===== src/hdl/usv_pkg.sv =====
// shared types, codes and the crc step for the upload session verifier
package usv_pkg;

  // request codes
  localparam logic [1:0] OP_START = 2'd0;
  localparam logic [1:0] OP_CHUNK = 2'd1;
  localparam logic [1:0] OP_END   = 2'd2;

  // response status codes
  localparam logic [2:0] ST_OK         = 3'd0;
  localparam logic [2:0] ST_NO_SESSION = 3'd1;
  localparam logic [2:0] ST_BAD_FRAME  = 3'd2;
  localparam logic [2:0] ST_TOO_LARGE  = 3'd3;
  localparam logic [2:0] ST_STORE_ERR  = 3'd4;
  localparam logic [2:0] ST_CRC_BAD    = 3'd5;

  // store outcome code for an oversized upload
  localparam logic [1:0] SST_TOO_LARGE = 2'd1;

  localparam logic [31:0] CRC_POLY = 32'hEDB88320;
  localparam logic [31:0] CRC_INIT = 32'hFFFFFFFF;

  // queue between front and back
  localparam int QUEUE_DEPTH = 4;
  localparam int QPTR_BITS   = 2;

  typedef struct packed {
    logic [1:0]  req_type;
    logic [23:0] upload_len;
    logic [31:0] expected_crc;
    logic [23:0] chunk_offset;
    logic [7:0]  data_byte;
    logic        chunk_first;
    logic        chunk_last;
    logic [1:0]  store_status;
  } req_t;

  typedef struct packed {
    logic [1:0]  resp_op;
    logic [2:0]  status;
    logic [23:0] progress;
  } resp_t;

  // classified beat as held in the queue
  typedef struct packed {
    logic        is_start;
    logic        is_chunk;
    logic        is_end;
    logic        st_fail;
    logic        st_big;
    logic [23:0] upload_len;
    logic [31:0] expected_crc;
    logic [23:0] chunk_offset;
    logic [7:0]  data_byte;
    logic        chunk_first;
    logic        chunk_last;
  } item_t;

  // reflected crc-32, one byte
  function automatic logic [31:0] crc_byte(input logic [31:0] r, input logic [7:0] b);
    logic [31:0] v;
    v = r ^ {24'd0, b};
    for (int k = 0; k < 8; k++) begin
      v = v[0] ? ((v >> 1) ^ CRC_POLY) : (v >> 1);
    end
    return v;
  endfunction

endpackage


===== src/hdl/usv_queue.sv =====
// short queue between front and back
module usv_queue (
  input  logic            clk,
  input  logic            rst,
  input  logic            push,
  input  usv_pkg::item_t  wr_item,
  output logic            full,
  input  logic            pop,
  output logic            empty,
  output usv_pkg::item_t  head
);
  import usv_pkg::*;

  item_t                mem [QUEUE_DEPTH];
  logic [QPTR_BITS-1:0] wr_ptr;
  logic [QPTR_BITS-1:0] rd_ptr;
  logic [QPTR_BITS:0]   count;
  logic                 do_push;
  logic                 do_pop;

  assign full    = (count == (QPTR_BITS+1)'(QUEUE_DEPTH));
  assign empty   = (count == '0);
  assign do_push = push && !full;
  assign do_pop  = pop && !empty;
  assign head    = mem[rd_ptr];

  always_ff @(posedge clk) begin
    if (do_push) begin
      mem[wr_ptr] <= wr_item;
    end
  end

  always_ff @(posedge clk) begin
    if (rst) begin
      wr_ptr <= '0;
      rd_ptr <= '0;
      count  <= '0;
    end else begin
      if (do_push) wr_ptr <= wr_ptr + 1'b1;
      if (do_pop)  rd_ptr <= rd_ptr + 1'b1;
      count <= count + (QPTR_BITS+1)'(do_push) - (QPTR_BITS+1)'(do_pop);
    end
  end
endmodule


===== config.mk =====
export PLATFORM = sky130hd
export DESIGN_NAME = usv_queue
export DESIGN_NICKNAME = d
export VERILOG_FILES = /design/src/hdl/usv_pkg.sv /design/src/hdl/usv_queue.sv
export SDC_FILE = /design/constraint.sdc
export NUM_CORES = 1
export LEC_CHECK = 0
export BUFFER_PORTS_ARGS = -buffer_cell sky130_fd_sc_hd__buf_2
export CAP_MARGIN = 20
export CORE_MARGIN = 5
export CORE_UTILIZATION = 60
export DETAILED_ROUTE_END_ITERATION = 16
export PLACE_DENSITY_LB_ADDON = 0.15
export SYNTH_ARGS = -nofsm -noshare
export SYNTH_HDL_FRONTEND = slang
export SYNTH_SLANG_ARGS = --single-unit

===== constraint.sdc =====
create_clock -name clk -period 6.8 [get_ports clk]
set_input_delay 0.34 -clock clk [delete_from_list [all_inputs] [get_ports clk]]
set_output_delay 0.34 -clock clk [all_outputs]
set_load 0.1 [all_outputs]

==> results.sh <==
export IMPL_grt_pass1_vias=6970
export IMPL_routabilityCongestion=0.7364
export IMPL_clk_pin_slew_ns=0.06
export IMPL_dpl_cell_count=1046
export IMPL_grt_busiest_layer="met2"
export IMPL_syn_num_nets=654
export IMPL_num_io_pins=196
export IMPL_yosysSeqAreaShare_pct=81.52
export IMPL_drt_pass1_iterations=4
export IMPL_grt_pass1_wl_mm=40.08
export IMPL_cts_max_level=2
export IMPL_endpoint_kind="output pin"
export IMPL_use_met3_pct=5.119
export IMPL_final_nets=877
export IMPL_final_max_slew_viol_count=0
export IMPL_synth_cell_area_um2=14220
export IMPL_vias_per_cell=5.715
export IMPL_drive_gt1_share_pct=44.50
export IMPL_ys_flop_type="edfxtp_1"
export IMPL_cts_buffer_depth=3
export IMPL_cts_setup_buffers=0
export IMPL_min_period_over_period_pct=47.58
export IMPL_numCtsBuffers=39
export IMPL_critPathMaxStageDelay_ns=0.75
export IMPL_fin_setup_tns_ns=0
export IMPL_irDropWorstVdd_uv=380.9
export IMPL_grt_max_degree=76
export IMPL_die_area_um2=26880
export IMPL_row_count=56
export IMPL_synth_top_area_share_pct=80.25
export IMPL_wl_mm=25.93
export IMPL_yosys_warnings=0
export IMPL_cts_tree="done"
export IMPL_synth_area_per_cell_um2=25.95
export IMPL_final_core_util_pct=71.46
export IMPL_place_hpwl_mm=15.54
export IMPL_fin_skew_ns=0.01376
export IMPL_finalCriticalPeriod_ns=3.235
export IMPL_synth_distinct_cells=24
export IMPL_synth_edf_count=380
export IMPL_power_density_nw_per_um2=477.0
export IMPL_hold_viol_final=0
export IMPL_total_power_uw=7977
export IMPL_cp_top_family="buffers and inverters"
export IMPL_grt_usage_pct=19.91
export IMPL_critPathArrivalTime_ns=2.90
export IMPL_required_ns=6.46
export IMPL_wl_per_cell_um=23.15
export IMPL_areaGrowthSynthToFinish_pct=17.62
export IMPL_worstPathMaxFanout=43
export IMPL_cts_resized=0
export IMPL_drtIter0Drc=451
export IMPL_critical_path_class="flip-flop to output pin"
export IMPL_drv_cap=0
export IMPL_use_met2_pct=34.40
export IMPL_yosys_area_top_type="edfxtp_1"
export IMPL_overflow=0
export IMPL_die_h_um=163.9
export IMPL_vias=6401
export IMPL_status="completed"
export IMPL_crit_buf_inv=2
export IMPL_rsz0062_at_grt="false"
export IMPL_use_met1_pct=25.87
export IMPL_ys_ff_latch=389
export IMPL_hold_class="input pin to flip-flop"
export IMPL_ant_nets=0
export IMPL_synth_area_top_cells="edfxtp_1, mux4_2, dfxtp_1"
export IMPL_cts_root_buf="clkbuf_16"
export IMPL_drc=0
export IMPL_setup_viol=0
export IMPL_cts_sinks=389
export IMPL_yosysMostFrequentCell="edfxtp_1"
export IMPL_fmax_mhz=309.1
export IMPL_async_reset_ff_share_pct=0
export IMPL_synth_common_cells="edfxtp_1, mux4_2, buf_2"
export IMPL_initial_core_util_pct=60.76
export IMPL_core_um2=23400
export IMPL_crit_chain="buf_4, mux4_2, buf_2"
export IMPL_fp_dieW_um=163.9
export IMPL_final_cell_count_no_fill=1120
export IMPL_p_leak_uw=0.005623
export IMPL_crit_path_top_delay_cell="buf_4"
export IMPL_clk_latency_ns=0.51
export IMPL_worst_pin_slew_ns=1.083
export IMPL_syn_inst=548
export IMPL_antenna_found_initial=5
export IMPL_hold_buffers=0
export IMPL_io_buffers=195
export IMPL_start_kind="flip-flop"
export IMPL_slew_limit_headroom_pct=27.81
## cells by family (layout without fill, tap and decap cells)
logic type | count (synthesis) | after routing | synth area share, %
AND/OR/NAND/NOR | 17 | 17 | 0.6598
buffers and inverters | 31 | 283 | 1.654
flip-flops | 389 | 389 | 81.52
XOR/XNOR | 3 | 3 | 0.1848
other | 0 | 1 | 0
multiplexers | 96 | 96 | 15.12
adder cells (fa/ha/maj) | 7 | 7 | 0.6688
AO/OA/AOI/OAI | 5 | 5 | 0.1936
## final timing paths
| path | from | to | slack [ns] | cells past startpoint |
|---|---|---|---|---|
| max | flip-flop | head[53] | 3.56 | 3 |
| min | wr_item[25] | mem[0][25] | 0.05 | 1 |
| max reg2reg | count[1] | mem[2][6] | 4.07 | 4 |
| min reg2reg | rd_ptr[1] | flip-flop | 0.50 | 2 |
## metrics by stage
stage / hold WS, ns / area, µm² / worst slack [ns]
2_1_floorplan: 0.4389 / 14220 / 1.721
4_1_cts: 0.02540 / 16640 / 3.444
3_5_place_dp: 0.4922 / 15460 / 4.002
3_3_place_gp: 0.4623 / 15460 / 4.005
5_1_grt: 0.03019 / 16720 / 3.305
6_report: 0.04635 / 16720 / 3.565
## cell type report
class                           instances  area (µm²)
Fill cell                            1447        6679
Clock buffer                           53        1081
Antenna cell                            1       2.502
Clock inverter                         17       98.84
Inverter                                8       30.03
Multi-Input combinational cell        128        2402
Sequential cell                       389       11600
Timing Repair Buffer                  205        1111
Tap cell                              319       399.1
## power by group
part	internal [µW]	leakage, µW	switching (µW)
logic	631	0.00149	2410
registers	2880	0.00356	101
clock network	1150	0.000581	803
total	4660	0.00562	3320
## state kept, by name (all words and copies together) (netlist names), named ones only
| signal | flops |
|---|---|
| count | 3 |
| mem | 380 |
| rd_ptr | 2 |
| wr_ptr | 2 |
## layer usage
layer | wire [µm] | vias up
li1 | - | 2801
met1 | 9964 | 3322
met2 | 13550 | 220
met3 | 1928 | 48
met4 | 430 | 10
met5 | 52 | -
## cells in the final DEF (no fill, tap or decap)
cell	n
and2_4	4
fa_1	1
a21oi_1	2
xnor2_1	2
buf_4	7
nor2b_1	2
o31ai_1	1
clkinv_2	7
nor2_1	4
bufinv_16	1
nor3_1	1
nand2b_1	2
clkinv_1	9
or3_1	2
clkbuf_16	41
mux4_2	95
dfxtp_1	7
clkbuf_1	11
inv_1	8
nand2_1	1
buf_2	195
nor3b_1	1
o21ai_0	2
ha_1	6
clkbuf_8	1
mux2i_1	1
xor2_1	1
edfxtp_1	380
diode_2	1
buf_16	3
dfxtp_4	2
Note: power is estimated with default switching activity, not from simulation.
