==> src/hdl/usv_pkg.sv <==
// shared types, codes and the crc step for the upload session verifier
package usv_pkg;

  // request codes
  localparam logic [1:0] OP_START = 2'd0;
  localparam logic [1:0] OP_CHUNK = 2'd1;
  localparam logic [1:0] OP_END   = 2'd2;

  // response status codes
  localparam logic [2:0] ST_OK         = 3'd0;
  localparam logic [2:0] ST_NO_SESSION = 3'd1;
  localparam logic [2:0] ST_BAD_FRAME  = 3'd2;
  localparam logic [2:0] ST_TOO_LARGE  = 3'd3;
  localparam logic [2:0] ST_STORE_ERR  = 3'd4;
  localparam logic [2:0] ST_CRC_BAD    = 3'd5;

  // store outcome code for an oversized upload
  localparam logic [1:0] SST_TOO_LARGE = 2'd1;

  localparam logic [31:0] CRC_POLY = 32'hEDB88320;
  localparam logic [31:0] CRC_INIT = 32'hFFFFFFFF;

  // queue between front and back
  localparam int QUEUE_DEPTH = 4;
  localparam int QPTR_BITS   = 2;

  typedef struct packed {
    logic [1:0]  req_type;
    logic [23:0] upload_len;
    logic [31:0] expected_crc;
    logic [23:0] chunk_offset;
    logic [7:0]  data_byte;
    logic        chunk_first;
    logic        chunk_last;
    logic [1:0]  store_status;
  } req_t;

  typedef struct packed {
    logic [1:0]  resp_op;
    logic [2:0]  status;
    logic [23:0] progress;
  } resp_t;

  // classified beat as held in the queue
  typedef struct packed {
    logic        is_start;
    logic        is_chunk;
    logic        is_end;
    logic        st_fail;
    logic        st_big;
    logic [23:0] upload_len;
    logic [31:0] expected_crc;
    logic [23:0] chunk_offset;
    logic [7:0]  data_byte;
    logic        chunk_first;
    logic        chunk_last;
  } item_t;

  // reflected crc-32, one byte
  function automatic logic [31:0] crc_byte(input logic [31:0] r, input logic [7:0] b);
    logic [31:0] v;
    v = r ^ {24'd0, b};
    for (int k = 0; k < 8; k++) begin
      v = v[0] ? ((v >> 1) ^ CRC_POLY) : (v >> 1);
    end
    return v;
  endfunction

endpackage

==> src/hdl/usv_chan_if.sv <==
// valid/ready channel carrying one payload beat
interface usv_chan_if #(
  parameter type data_t = logic
);
  logic  valid;
  logic  ready;
  data_t data;

  modport source(output valid, output data, input ready);
  modport sink(input valid, input data, output ready);
endinterface

==> src/hdl/usv_back.sv <==
// back end: session state, crc and the registered response beat
module usv_back #(
  parameter int CHUNK_MAX = 196,
  parameter int LEN_BITS  = 24
) (
  input  logic            clk,
  input  logic            rst,
  input  usv_pkg::item_t  head,
  input  logic            empty,
  output logic            pop,
  usv_chan_if.source      resp
);
  import usv_pkg::*;

  localparam int CW = $clog2(CHUNK_MAX + 1);
  localparam int WB = (LEN_BITS > 24) ? LEN_BITS : 24;

  logic                active, active_next;
  logic                discarding, discarding_next;
  logic [LEN_BITS-1:0] len_exp, len_exp_next;
  logic [31:0]         crc_exp, crc_exp_next;
  logic [31:0]         crc, crc_next;
  logic [LEN_BITS-1:0] offset, offset_next;
  logic [CW-1:0]       cnt, cnt_next;

  logic                out_valid;
  resp_t               out_data;
  logic                emit;
  resp_t               emit_data;

  logic [CW-1:0]       cnt_eff;
  logic [LEN_BITS-1:0] offset_inc;
  logic [31:0]         crc_upd;
  logic                bad;

  assign pop        = !empty && (!out_valid || resp.ready);
  assign resp.valid = out_valid;
  assign resp.data  = out_data;

  assign cnt_eff    = head.chunk_first ? '0 : cnt;
  assign offset_inc = offset + 1'b1;
  assign crc_upd    = crc_byte(crc, head.data_byte);
  assign bad        = (head.chunk_first && (WB'(head.chunk_offset) != WB'(offset)))
                      || (cnt_eff >= CW'(CHUNK_MAX));

  always_comb begin
    active_next     = active;
    discarding_next = discarding;
    len_exp_next    = len_exp;
    crc_exp_next    = crc_exp;
    crc_next        = crc;
    offset_next     = offset;
    cnt_next        = cnt;
    emit            = 1'b0;
    emit_data       = '0;

    if (head.is_start) begin
      discarding_next = 1'b0;
      active_next     = !head.st_fail;
      len_exp_next    = head.st_fail ? '0 : LEN_BITS'(head.upload_len);
      crc_exp_next    = head.st_fail ? '0 : head.expected_crc;
      crc_next        = CRC_INIT;
      offset_next     = '0;
      cnt_next        = '0;
      emit            = 1'b1;
      emit_data       = '{resp_op: OP_START,
                          status: head.st_fail ? ST_STORE_ERR : ST_OK,
                          progress: 24'd0};
    end else if (head.is_chunk) begin
      if (discarding) begin
        if (head.chunk_last) discarding_next = 1'b0;
      end else if (!active) begin
        emit      = head.chunk_last;
        emit_data = '{resp_op: OP_CHUNK, status: ST_NO_SESSION, progress: 24'd0};
      end else if (bad) begin
        active_next     = 1'b0;
        len_exp_next    = '0;
        crc_exp_next    = '0;
        crc_next        = CRC_INIT;
        offset_next     = '0;
        cnt_next        = '0;
        discarding_next = !head.chunk_last;
        emit            = 1'b1;
        emit_data       = '{resp_op: OP_CHUNK, status: ST_BAD_FRAME,
                            progress: 24'(offset)};
      end else begin
        crc_next    = crc_upd;
        offset_next = offset_inc;
        cnt_next    = cnt_eff + 1'b1;
        if (head.chunk_last) begin
          cnt_next = '0;
          emit     = 1'b1;
          if (head.st_fail) begin
            active_next  = 1'b0;
            len_exp_next = '0;
            crc_exp_next = '0;
            crc_next     = CRC_INIT;
            offset_next  = '0;
            emit_data    = '{resp_op: OP_CHUNK,
                             status: head.st_big ? ST_TOO_LARGE : ST_STORE_ERR,
                             progress: 24'd0};
          end else begin
            emit_data = '{resp_op: OP_CHUNK, status: ST_OK,
                          progress: 24'(offset_inc)};
          end
        end
      end
    end else if (head.is_end) begin
      discarding_next = 1'b0;
      emit            = 1'b1;
      if (!active) begin
        emit_data = '{resp_op: OP_END, status: ST_NO_SESSION, progress: 24'd0};
      end else begin
        active_next  = 1'b0;
        len_exp_next = '0;
        crc_exp_next = '0;
        crc_next     = CRC_INIT;
        offset_next  = '0;
        cnt_next     = '0;
        if (offset != len_exp) begin
          emit_data = '{resp_op: OP_END, status: ST_BAD_FRAME, progress: 24'(offset)};
        end else if (~crc != crc_exp) begin
          emit_data = '{resp_op: OP_END, status: ST_CRC_BAD, progress: 24'd0};
        end else begin
          emit_data = '{resp_op: OP_END,
                        status: head.st_fail ? ST_STORE_ERR : ST_OK,
                        progress: 24'd0};
        end
      end
    end
  end

  always_ff @(posedge clk) begin
    if (rst) begin
      active     <= 1'b0;
      discarding <= 1'b0;
      len_exp    <= '0;
      crc_exp    <= '0;
      crc        <= CRC_INIT;
      offset     <= '0;
      cnt        <= '0;
      out_valid  <= 1'b0;
    end else begin
      if (resp.ready) out_valid <= 1'b0;
      if (pop) begin
        active     <= active_next;
        discarding <= discarding_next;
        len_exp    <= len_exp_next;
        crc_exp    <= crc_exp_next;
        crc        <= crc_next;
        offset     <= offset_next;
        cnt        <= cnt_next;
        if (emit) out_valid <= 1'b1;
      end
    end
  end

  always_ff @(posedge clk) begin
    if (pop && emit) begin
      out_data <= emit_data;
    end
  end
endmodule

==> src/flat_wrapper.sv <==
// flat-port wrapper written by rule: the top's interface ports become plain ports
module usv_back_flat import usv_pkg::*;
#(
  parameter int CHUNK_MAX = 196,
  parameter int LEN_BITS  = 24
)
  (clk, rst, head, empty, pop, resp_valid, resp_data, resp_ready);
  usv_chan_if resp_i ();
  input  logic clk;
  input  logic rst;
  input  usv_pkg::item_t head;
  input  logic empty;
  output logic pop;
  output wire logic [$bits(resp_i.valid)-1:0] resp_valid;
  output wire logic [$bits(resp_i.data)-1:0] resp_data;
  input wire logic [$bits(resp_i.ready)-1:0] resp_ready;
  assign resp_valid = resp_i.valid;
  assign resp_data = resp_i.data;
  assign resp_i.ready = resp_ready;
  usv_back #(.CHUNK_MAX(CHUNK_MAX), .LEN_BITS(LEN_BITS)) u_core (.clk(clk), .rst(rst), .head(head), .empty(empty), .pop(pop), .resp(resp_i));
endmodule
==> config.mk <==
export PLATFORM = sky130hd
export DESIGN_NAME = usv_back_flat
export DESIGN_NICKNAME = d
export VERILOG_FILES = /design/src/hdl/usv_pkg.sv /design/src/hdl/usv_chan_if.sv /design/src/hdl/usv_back.sv /design/src/flat_wrapper.sv
export SDC_FILE = /design/constraint.sdc
export NUM_CORES = 1
export LEC_CHECK = 0
export BUFFER_PORTS_ARGS = -buffer_cell sky130_fd_sc_hd__buf_2
export CELL_PAD_IN_SITES_DETAIL_PLACEMENT = 0
export CELL_PAD_IN_SITES_GLOBAL_PLACEMENT = 1
export CORE_ASPECT_RATIO = 1.25
export CORE_UTILIZATION = 39
export DETAILED_ROUTE_END_ITERATION = 6
export GPL_TIMING_DRIVEN = 0
export HOLD_SLACK_MARGIN = 0.06
export PLACE_DENSITY_LB_ADDON = 0.2
export SLEW_MARGIN = 20
export SYNTH_ARGS = -nofsm -noshare
export SYNTH_HDL_FRONTEND = slang
export SYNTH_SLANG_ARGS = --single-unit
==> constraint.sdc <==
create_clock -name clk -period 2.1 [get_ports clk]
set_input_delay 0.21 -clock clk [delete_from_list [all_inputs] [get_ports clk]]
set_output_delay 0.21 -clock clk [all_outputs]
set_load 0.005 [all_outputs]
==> out/qor.csv, run 1 <==
stage;metric;value;unit
sta;setup violators final;0;
clock_network;CTS tree;yes;
layout;layout cells sized above 1;0.282;
yosys;synth unique cells;53;
global_routing;Total Routing Usage GR;0.213;
yosys;FFs w/ async S/R, synth;0;
layout;fill count;903;
global_routing;antenna violations before repair;0;
routing;post-DR wirelength/cell;16.7;um
clock_network;Worst-Skew Late Latency;0.33;ns
outcome;status;finished clean;
setup_path;worst setup path start;u_core.offset[22]$_SDFFE_PP0P_;
yosys;Synth Instances;419;
sta;Slew headroom;0.489;
setup_path;CP Launch Type;flop;
clock_network;CTS root buf;clkbuf_16;
placement;port bufs;59;
placement;Final HPWL DP;7.84;mm
pwr;Pwr Density;684;nW/um^2
yosys;Ys Warns;0;
global_routing;total global routing overflow;0;
clock_network;Clock Sinks;60;
yosys;total nets after synthesis;521;
layout;commonest non-fill, non-tap cell in the layout;buf_2;
sta;Peak Freq;491;MHz
layout;P&R area growth vs syn;24.6;%
setup_path;Reg-to-Reg Start;u_core.offset[22]$_SDFFE_PP0P_;
setup_path;CP Class;reg2reg;
global_routing;first-pass GRT wire length;16.4;mm
yosys;Syn Area/Cell;8.96;sq um
layout;Total Nets Final;594;
setup_path;Worst setup EP type;flop;
pwr;clock power share;0.538;
routing;Antenna Nets Post-Route;0;
placement;DP Worst Slack;-0.0709;ns
pwr;Sw Ratio;0.233;
placement;Placer Congestion;0.844;
sta;final hold violations;0;
floorplanning;I/O pin cnt;102;
floorplanning;Die ar.;10000;sq um
pwr;worst vdd ir;362;uV
sta;post-route clock skew;0.00488;ns
layout;Antenna diodes;0;
min_path;HP Class;in2reg;
floorplanning;Core Rows;39;
yosys;Post-synth EDFFs;1;
global_routing;largest net degree at the start of global routing;13;
pwr;Int Pwr;2.46;mW
clock_network;clock buffer count from CTS;9;
min_path;HP Start;head[87];
yosys;Seq/Total Area, Yosys;0.322;
routing;vias per inst;5.28;
pwr;Static Leak;1.91;nW
routing;Post-Route WL;10.3;mm
sta;Final Cycle Share;0.969;
clock_network;Hold Buf Count CTS;0;
sta;slack of the critical path;0.0651;ns
routing;DRC violations left;0;
routing;routed via count;3273;
clock_network;clock transition at the registers of the reported paths;0.06;ns
floorplanning;Starting Density;0.407;
pwr;Gate power share;0.098;
sta;slew of the pin with the lowest slew margin;0.767;ns
clock_network;Max H-tree Level;3;
global_routing;number of global-route vias before repair;3227;
layout;highest-count cells in the layout ignoring fill and taps;buf_2 (66), dfxtp_1 (55), xor2_1 (52);
pwr;NetSw;0.745;mW
setup_path;WP data required;2.34;ns
floorplanning;Die Ht;112;um
layout;fin area;4680;sq um
yosys;Mapped Area;3760;sq um
sta;Final min period;2.03;ns
setup_path;crit path max fanout;10;
floorplanning;core box area;9220;sq um
setup_path;Worst Path Arrival;2.27;ns
clock_network;Clock Tree Buf Depth;2;
pwr;sequential power share;0.364;
sta;fin. max-slew vios;0;
yosys;ys flop type;dfxtp_1;
flow_run;total of max-cap violations;0;
routing;1st-iter DRT viols;115;
placement;placed inst area;4210;sq um
yosys;Synth Register Bits;60;
floorplanning;Die W;89.8;um
routing;TritonRoute pass-1 iters;4;
[worst paths after layout]
| kind | to | slack (ns) | cells past startpoint |
|---|---|---|---|
| max | u_core.offset[19]$_SDFFE_PP0P_ | 0.07 | 7 |
| min | u_core.len_exp[21]$_SDFFE_PP0P_ | 0.13 | 3 |
| max reg2reg | u_core.offset[19]$_SDFFE_PP0P_ | 0.07 | 7 |
| min reg2reg | u_core.cnt[7]$_SDFFE_PP0P_ | 0.47 | 2 |
[cell type report]
class / instances / area [sq um] / area share
tap: 123 / 154 / 0.0329
clock buffer: 9 / 225 / 0.0481
multi-input combinational: 322 / 2420 / 0.518
inverter: 10 / 37.5 / 0.00802
sequential: 60 / 1220 / 0.260
timing repair buffer: 64 / 345 / 0.0738
clock inverter: 7 / 123 / 0.0262
buffer: 25 / 156 / 0.0334
[state kept, by name, indices dropped and copies added, names as in the netlist]
register           count
u_core.offset         24
u_core.cnt             8
u_core.resp.data       1
u_core.resp.valid      1
u_core.len_exp        24
u_core.discarding      1
u_core.active          1
[power groups by stage]
| stage | Combinational, mW | Sequential [mW] | Clock [mW] |
|---|---|---|---|
| floorplan | 0.175 | 1.19 | 0 |
| global placement | 0.293 | 1.19 | 0 |
| detailed placement | 0.295 | 1.19 | 0 |
| CTS | 0.302 | 1.16 | 1.75 |
| global route | 0.341 | 1.17 | 1.81 |
| finish | 0.314 | 1.16 | 1.72 |
[timing repair]
item / 4_1_cts / 5_1_grt
gates resized for setup: 6 / 12
cloned: 0 / 0
setup endpoints to repair: 41 / 44
pin swaps: 0 / 7
setup buffers: 0 / 5
[critical path, stage by stage (launching register included)]
cell      delay, ns
dfxtp_1        0.37
xor2_1         0.19
nor4_2         0.44
and4_1         0.32
a21oi_1        0.10
buf_6          0.17
buf_4          0.20
a211oi_2       0.15
[Yosys cell counts, types with 6 or more instances]
cell type,count,area share
dfxtp_1,59,0.31
xor2_1,55,0.13
nand2_1,35,0.035
nand2b_1,31,0.052
mux2i_1,26,0.069
o21ai_0,23,0.031
or3_1,15,0.025
a211oi_2,14,0.047
nand4_1,13,0.022
clkbuf_1,12,0.012
nor2_1,12,0.012
a21oi_1,11,0.015
inv_1,10,0.010
nor4_1,9,0.015
nand3_1,8,0.011
nor3_2,8,0.021
nor3_1,7,0.0093
buf_2,6,0.0080
buf_6,6,0.018
[per-layer routing]
layer | share of wire | track usage | routed length (um) | vias up
met5 | 0 | 0 | 0 | -
met2 | 0.50 | 0.373 | 5200 | 70
met1 | 0.44 | 0.259 | 4520 | 1553
li1 | - | - | - | 1635
met4 | 0.017 | 0.0721 | 172 | 0
met3 | 0.042 | 0.0417 | 439 | 15
[metrics by stage]
step                      cells  utilization  hold slack, ns  power, mW  TNS, ns
after global placement      601        0.456           0.460       1.48    -4.92
final                       620        0.508           0.128       3.20        0
after detailed placement    601        0.457           0.465       1.48    -1.61
after CTS                   617        0.497           0.123       3.22        0
after global routing        620        0.508           0.122       3.31   -0.141
after floorplan             419            -           0.352       1.36        0
[cells by family (layout without fill, tap and decap cells)]
group,after synthesis,in the layout,share of synthesized area
XOR/XNOR,56,56,0.131
AO/OA/AOI/OAI,65,65,0.128
buffers and inverters,37,115,0.0533
AND/OR/NAND/NOR,172,172,0.286
adder cells (fa/ha/maj),3,3,0.00999
flip-flops,60,60,0.322
multiplexers,26,26,0.0693
No activity file was read; power rests on OpenSTA's default activity.
==> run 2, diff against run 1 <==
--- a/config.mk
+++ b/config.mk
@@ -11,3 +11,4 @@
 export CORE_ASPECT_RATIO = 1.25
-export CORE_UTILIZATION = 39
+export CORE_MARGIN = 4
+export CORE_UTILIZATION = 42
 export DETAILED_ROUTE_END_ITERATION = 6
==> constraint.sdc (replaced) <==
create_clock -name clk -period 2.42 [get_ports clk]
set_input_delay 0.242 -clock clk [delete_from_list [all_inputs] [get_ports clk]]
set_output_delay 0.242 -clock clk [all_outputs]
set_load 0.1 [all_outputs]
==> run 2 against run 1 <==
Compared with the run above:
- die area rose by 5.0%
- largest power group is now registers
- largest cell class unchanged
- cell count down 0.81%
- sequential share of layout area rose by 1.4 points
- combinational power fell by 9.9%
- total power shrank 31%
- global-route usage down 1.2 points
- clock power down 46%
- register-to-register slack better by 0.13 ns
- fmax down 8.4%
- highest routed layer unchanged
- hold slack gained 0.00077 ns
- critical endpoint is now u_core.resp.data$_SDFFCE_PP0P_
- clock skew is 0.0056 ns higher
==> out/qor.csv, run 2 (synthesis gave the netlist of run 1 again) <==
stage;metric;value;unit;change
outcome;status;finished clean;;unchanged
floorplanning;I/O pin cnt;102;;unchanged
pwr;Gate power share;0.128;;was 0.098
global_routing;first-pass GRT wire length;16.3;mm;was 16.4 mm
setup_path;WP data required;2.46;ns;was 2.34 ns
routing;vias per inst;5.39;;was 5.28
clock_network;post-cts resize count;0;;was 6
pwr;Int Pwr;1.58;mW;was 2.46 mW
pwr;worst vdd ir;209;uV;was 362 uV
layout;fill count;869;;was 903
placement;Placer Congestion;0.851;;was 0.844
global_routing;number of global-route vias before repair;3313;;was 3227
sta;Final min period;2.22;ns;was 2.03 ns
sta;slew of the pin with the lowest slew margin;0.733;ns;was 0.767 ns
setup_path;Worst setup EP type;flop;;unchanged
sta;slack of the critical path;0.199;ns;was 0.0651 ns
clock_network;clock buffer count from CTS;9;;unchanged
clock_network;Max H-tree Level;3;;unchanged
sta;Slew headroom;0.510;;was 0.489
routing;DRC violations left;0;;unchanged
sta;Final Cycle Share;0.918;;was 0.969
placement;port bufs;59;;unchanged
floorplanning;core box area;8700;sq um;was 9220 sq um
clock_network;clock transition at the registers of the reported paths;0.08;ns;was 0.06 ns
clock_network;Clock Sinks;60;;unchanged
global_routing;Total Routing Usage GR;0.201;;was 0.213
setup_path;CP Class;reg2reg;;unchanged
routing;Post-Route WL;10.2;mm;was 10.3 mm
placement;Final HPWL DP;7.97;mm;was 7.84 mm
sta;final hold violations;0;;unchanged
flow_run;total of max-cap violations;0;;unchanged
placement;DP Worst Slack;0.221;ns;was -0.0709 ns
setup_path;Critical-path top delay cell;nor3_4;;was nor4_2
setup_path;Worst Path Arrival;2.26;ns;was 2.27 ns
sta;RSZ-0062 raised after global routing;no;;
layout;Antenna diodes;0;;unchanged
floorplanning;Die W;92.6;um;was 89.8 um
min_path;HP Class;in2reg;;unchanged
pwr;Static Leak;1.80;nW;was 1.91 nW
pwr;Pwr Density;501;nW/um^2;was 684 nW/um^2
sta;Peak Freq;450;MHz;was 491 MHz
global_routing;antenna violations before repair;0;;unchanged
pwr;clock power share;0.417;;was 0.538
routing;post-DR wirelength/cell;16.5;um;was 16.7 um
floorplanning;Starting Density;0.432;;was 0.407
layout;highest-count cells in the layout ignoring fill and taps;buf_2 (65), dfxtp_1 (59), xor2_1 (55);;was buf_2 (66), dfxtp_1 (55), xor2_1 (52)
clock_network;CTS tree;yes;;unchanged
pwr;NetSw;0.635;mW;was 0.745 mW
floorplanning;Die Ht;114;um;was 112 um
floorplanning;Core Rows;38;;was 39
global_routing;largest net degree at the start of global routing;13;;unchanged
routing;Antenna Nets Post-Route;0;;unchanged
layout;commonest non-fill, non-tap cell in the layout;buf_2;;unchanged
clock_network;CTS root buf;clkbuf_8;;was clkbuf_16
sta;fin. max-slew vios;0;;unchanged
routing;1st-iter DRT viols;105;;was 115
clock_network;Worst-Skew Late Latency;0.35;ns;was 0.33 ns
layout;Largest regs;u_core.len_exp x24, u_core.offset x24, u_core.cnt x8;;unchanged
clock_network;Clock Tree Buf Depth;2;;unchanged
sta;post-route clock skew;0.0105;ns;was 0.00488 ns
pwr;sequential power share;0.455;;was 0.364
placement;# placed instances;599;;was 601
routing;routed via count;3314;;was 3273
setup_path;CP Launch Type;flop;;unchanged
floorplanning;Die ar.;10500;sq um;was 10000 sq um
setup_path;crit-path max cell delay;0.43;ns;was 0.44 ns
layout;layout cells sized above 1;0.251;;was 0.282
sta;setup violators final;0;;unchanged
sta;TNS Setup;0;ns;unchanged
setup_path;crit path max fanout;10;;unchanged
layout;P&R area growth vs syn;17.7;%;was 24.6%
layout;Final Non-Filler Cells;615;;was 620
setup_path;Cell Chain, Critical Path;nor2b_1, nor3_4, clkbuf_1, o2111ai_1, a21boi_0;;was xor2_1, nor4_2, and4_1, a21oi_1, buf_6, buf_4, a211oi_2
pwr;Sw Ratio;0.287;;was 0.233
routing;TritonRoute pass-1 iters;5;;was 4
clock_network;Post-CTS Setup Inserts;0;;unchanged
layout;Total Nets Final;592;;was 594
global_routing;total global routing overflow;0;;unchanged
clock_network;Hold Buf Count CTS;0;;unchanged
==> run 2: worst paths after layout <==
kind	startpoint	end	slack [ns]	cells past startpoint
max	u_core.resp.valid$_SDFF_PP0_	u_core.resp.data$_SDFFCE_PP0P_	0.20	5
min reg2reg	u_core.cnt[0]$_SDFFE_PP0P_	u_core.cnt[0]$_SDFFE_PP0P_	0.48	2
max reg2reg	u_core.resp.valid$_SDFF_PP0_	u_core.resp.data$_SDFFCE_PP0P_	0.20	5
min	head[89]	u_core.len_exp[23]$_SDFFE_PP0P_	0.13	3
==> run 2: layout make-up <==
| cell class | count | area [sq um] | share of cell area |
|---|---|---|---|
| clock inverters | 5 | 41.3 | 0.00934 |
| repair buffers | 60 | 303 | 0.0685 |
| inverters | 10 | 37.5 | 0.00849 |
| multi-input cells | 322 | 2350 | 0.532 |
| plain buffers | 27 | 163 | 0.0368 |
| clock buffers | 11 | 163 | 0.0368 |
| well taps | 120 | 150 | 0.0340 |
| flip-flops and latches | 60 | 1210 | 0.274 |
==> run 2: per-layer routing <==
layer,vias to the layer above,share of wire,global-route usage
met2,57,0.52,0.367
met4,0,0.025,0.0833
met1,1598,0.43,0.235
met5,-,0,0
met3,20,0.026,0.0257
li1,1639,-,-
==> run 2: worst max-delay path: cells and delay by family, from the launching register on <==
family / cells / cell delay [ns]
AO/OA/AOI/OAI: 2 / 0.56
buffers and inverters: 1 / 0.42
flip-flops: 1 / 0.32
AND/OR/NAND/NOR: 2 / 0.62
==> run 2: per-stage QoR <==
step	power, mW	hold slack (ns)	utilization	instance area [sq um]
after floorplan	1.21	0.384	-	3760
after global placement	1.31	0.466	0.483	4200
after detailed placement	1.32	0.473	0.485	4220
after CTS	2.23	0.124	0.508	4420
after global routing	2.31	0.143	0.508	4420
final	2.21	0.129	0.508	4420
==> run 2: power by group through the flow <==
stage / Clock (mW) / Combinational, mW / Sequential (mW)
after detailed placement: 0 / 0.285 / 1.03
after global placement: 0 / 0.282 / 1.03
after global routing: 0.989 / 0.308 / 1.01
after CTS: 0.940 / 0.286 / 1.01
after floorplan: 0 / 0.161 / 1.05
final: 0.923 / 0.283 / 1.01
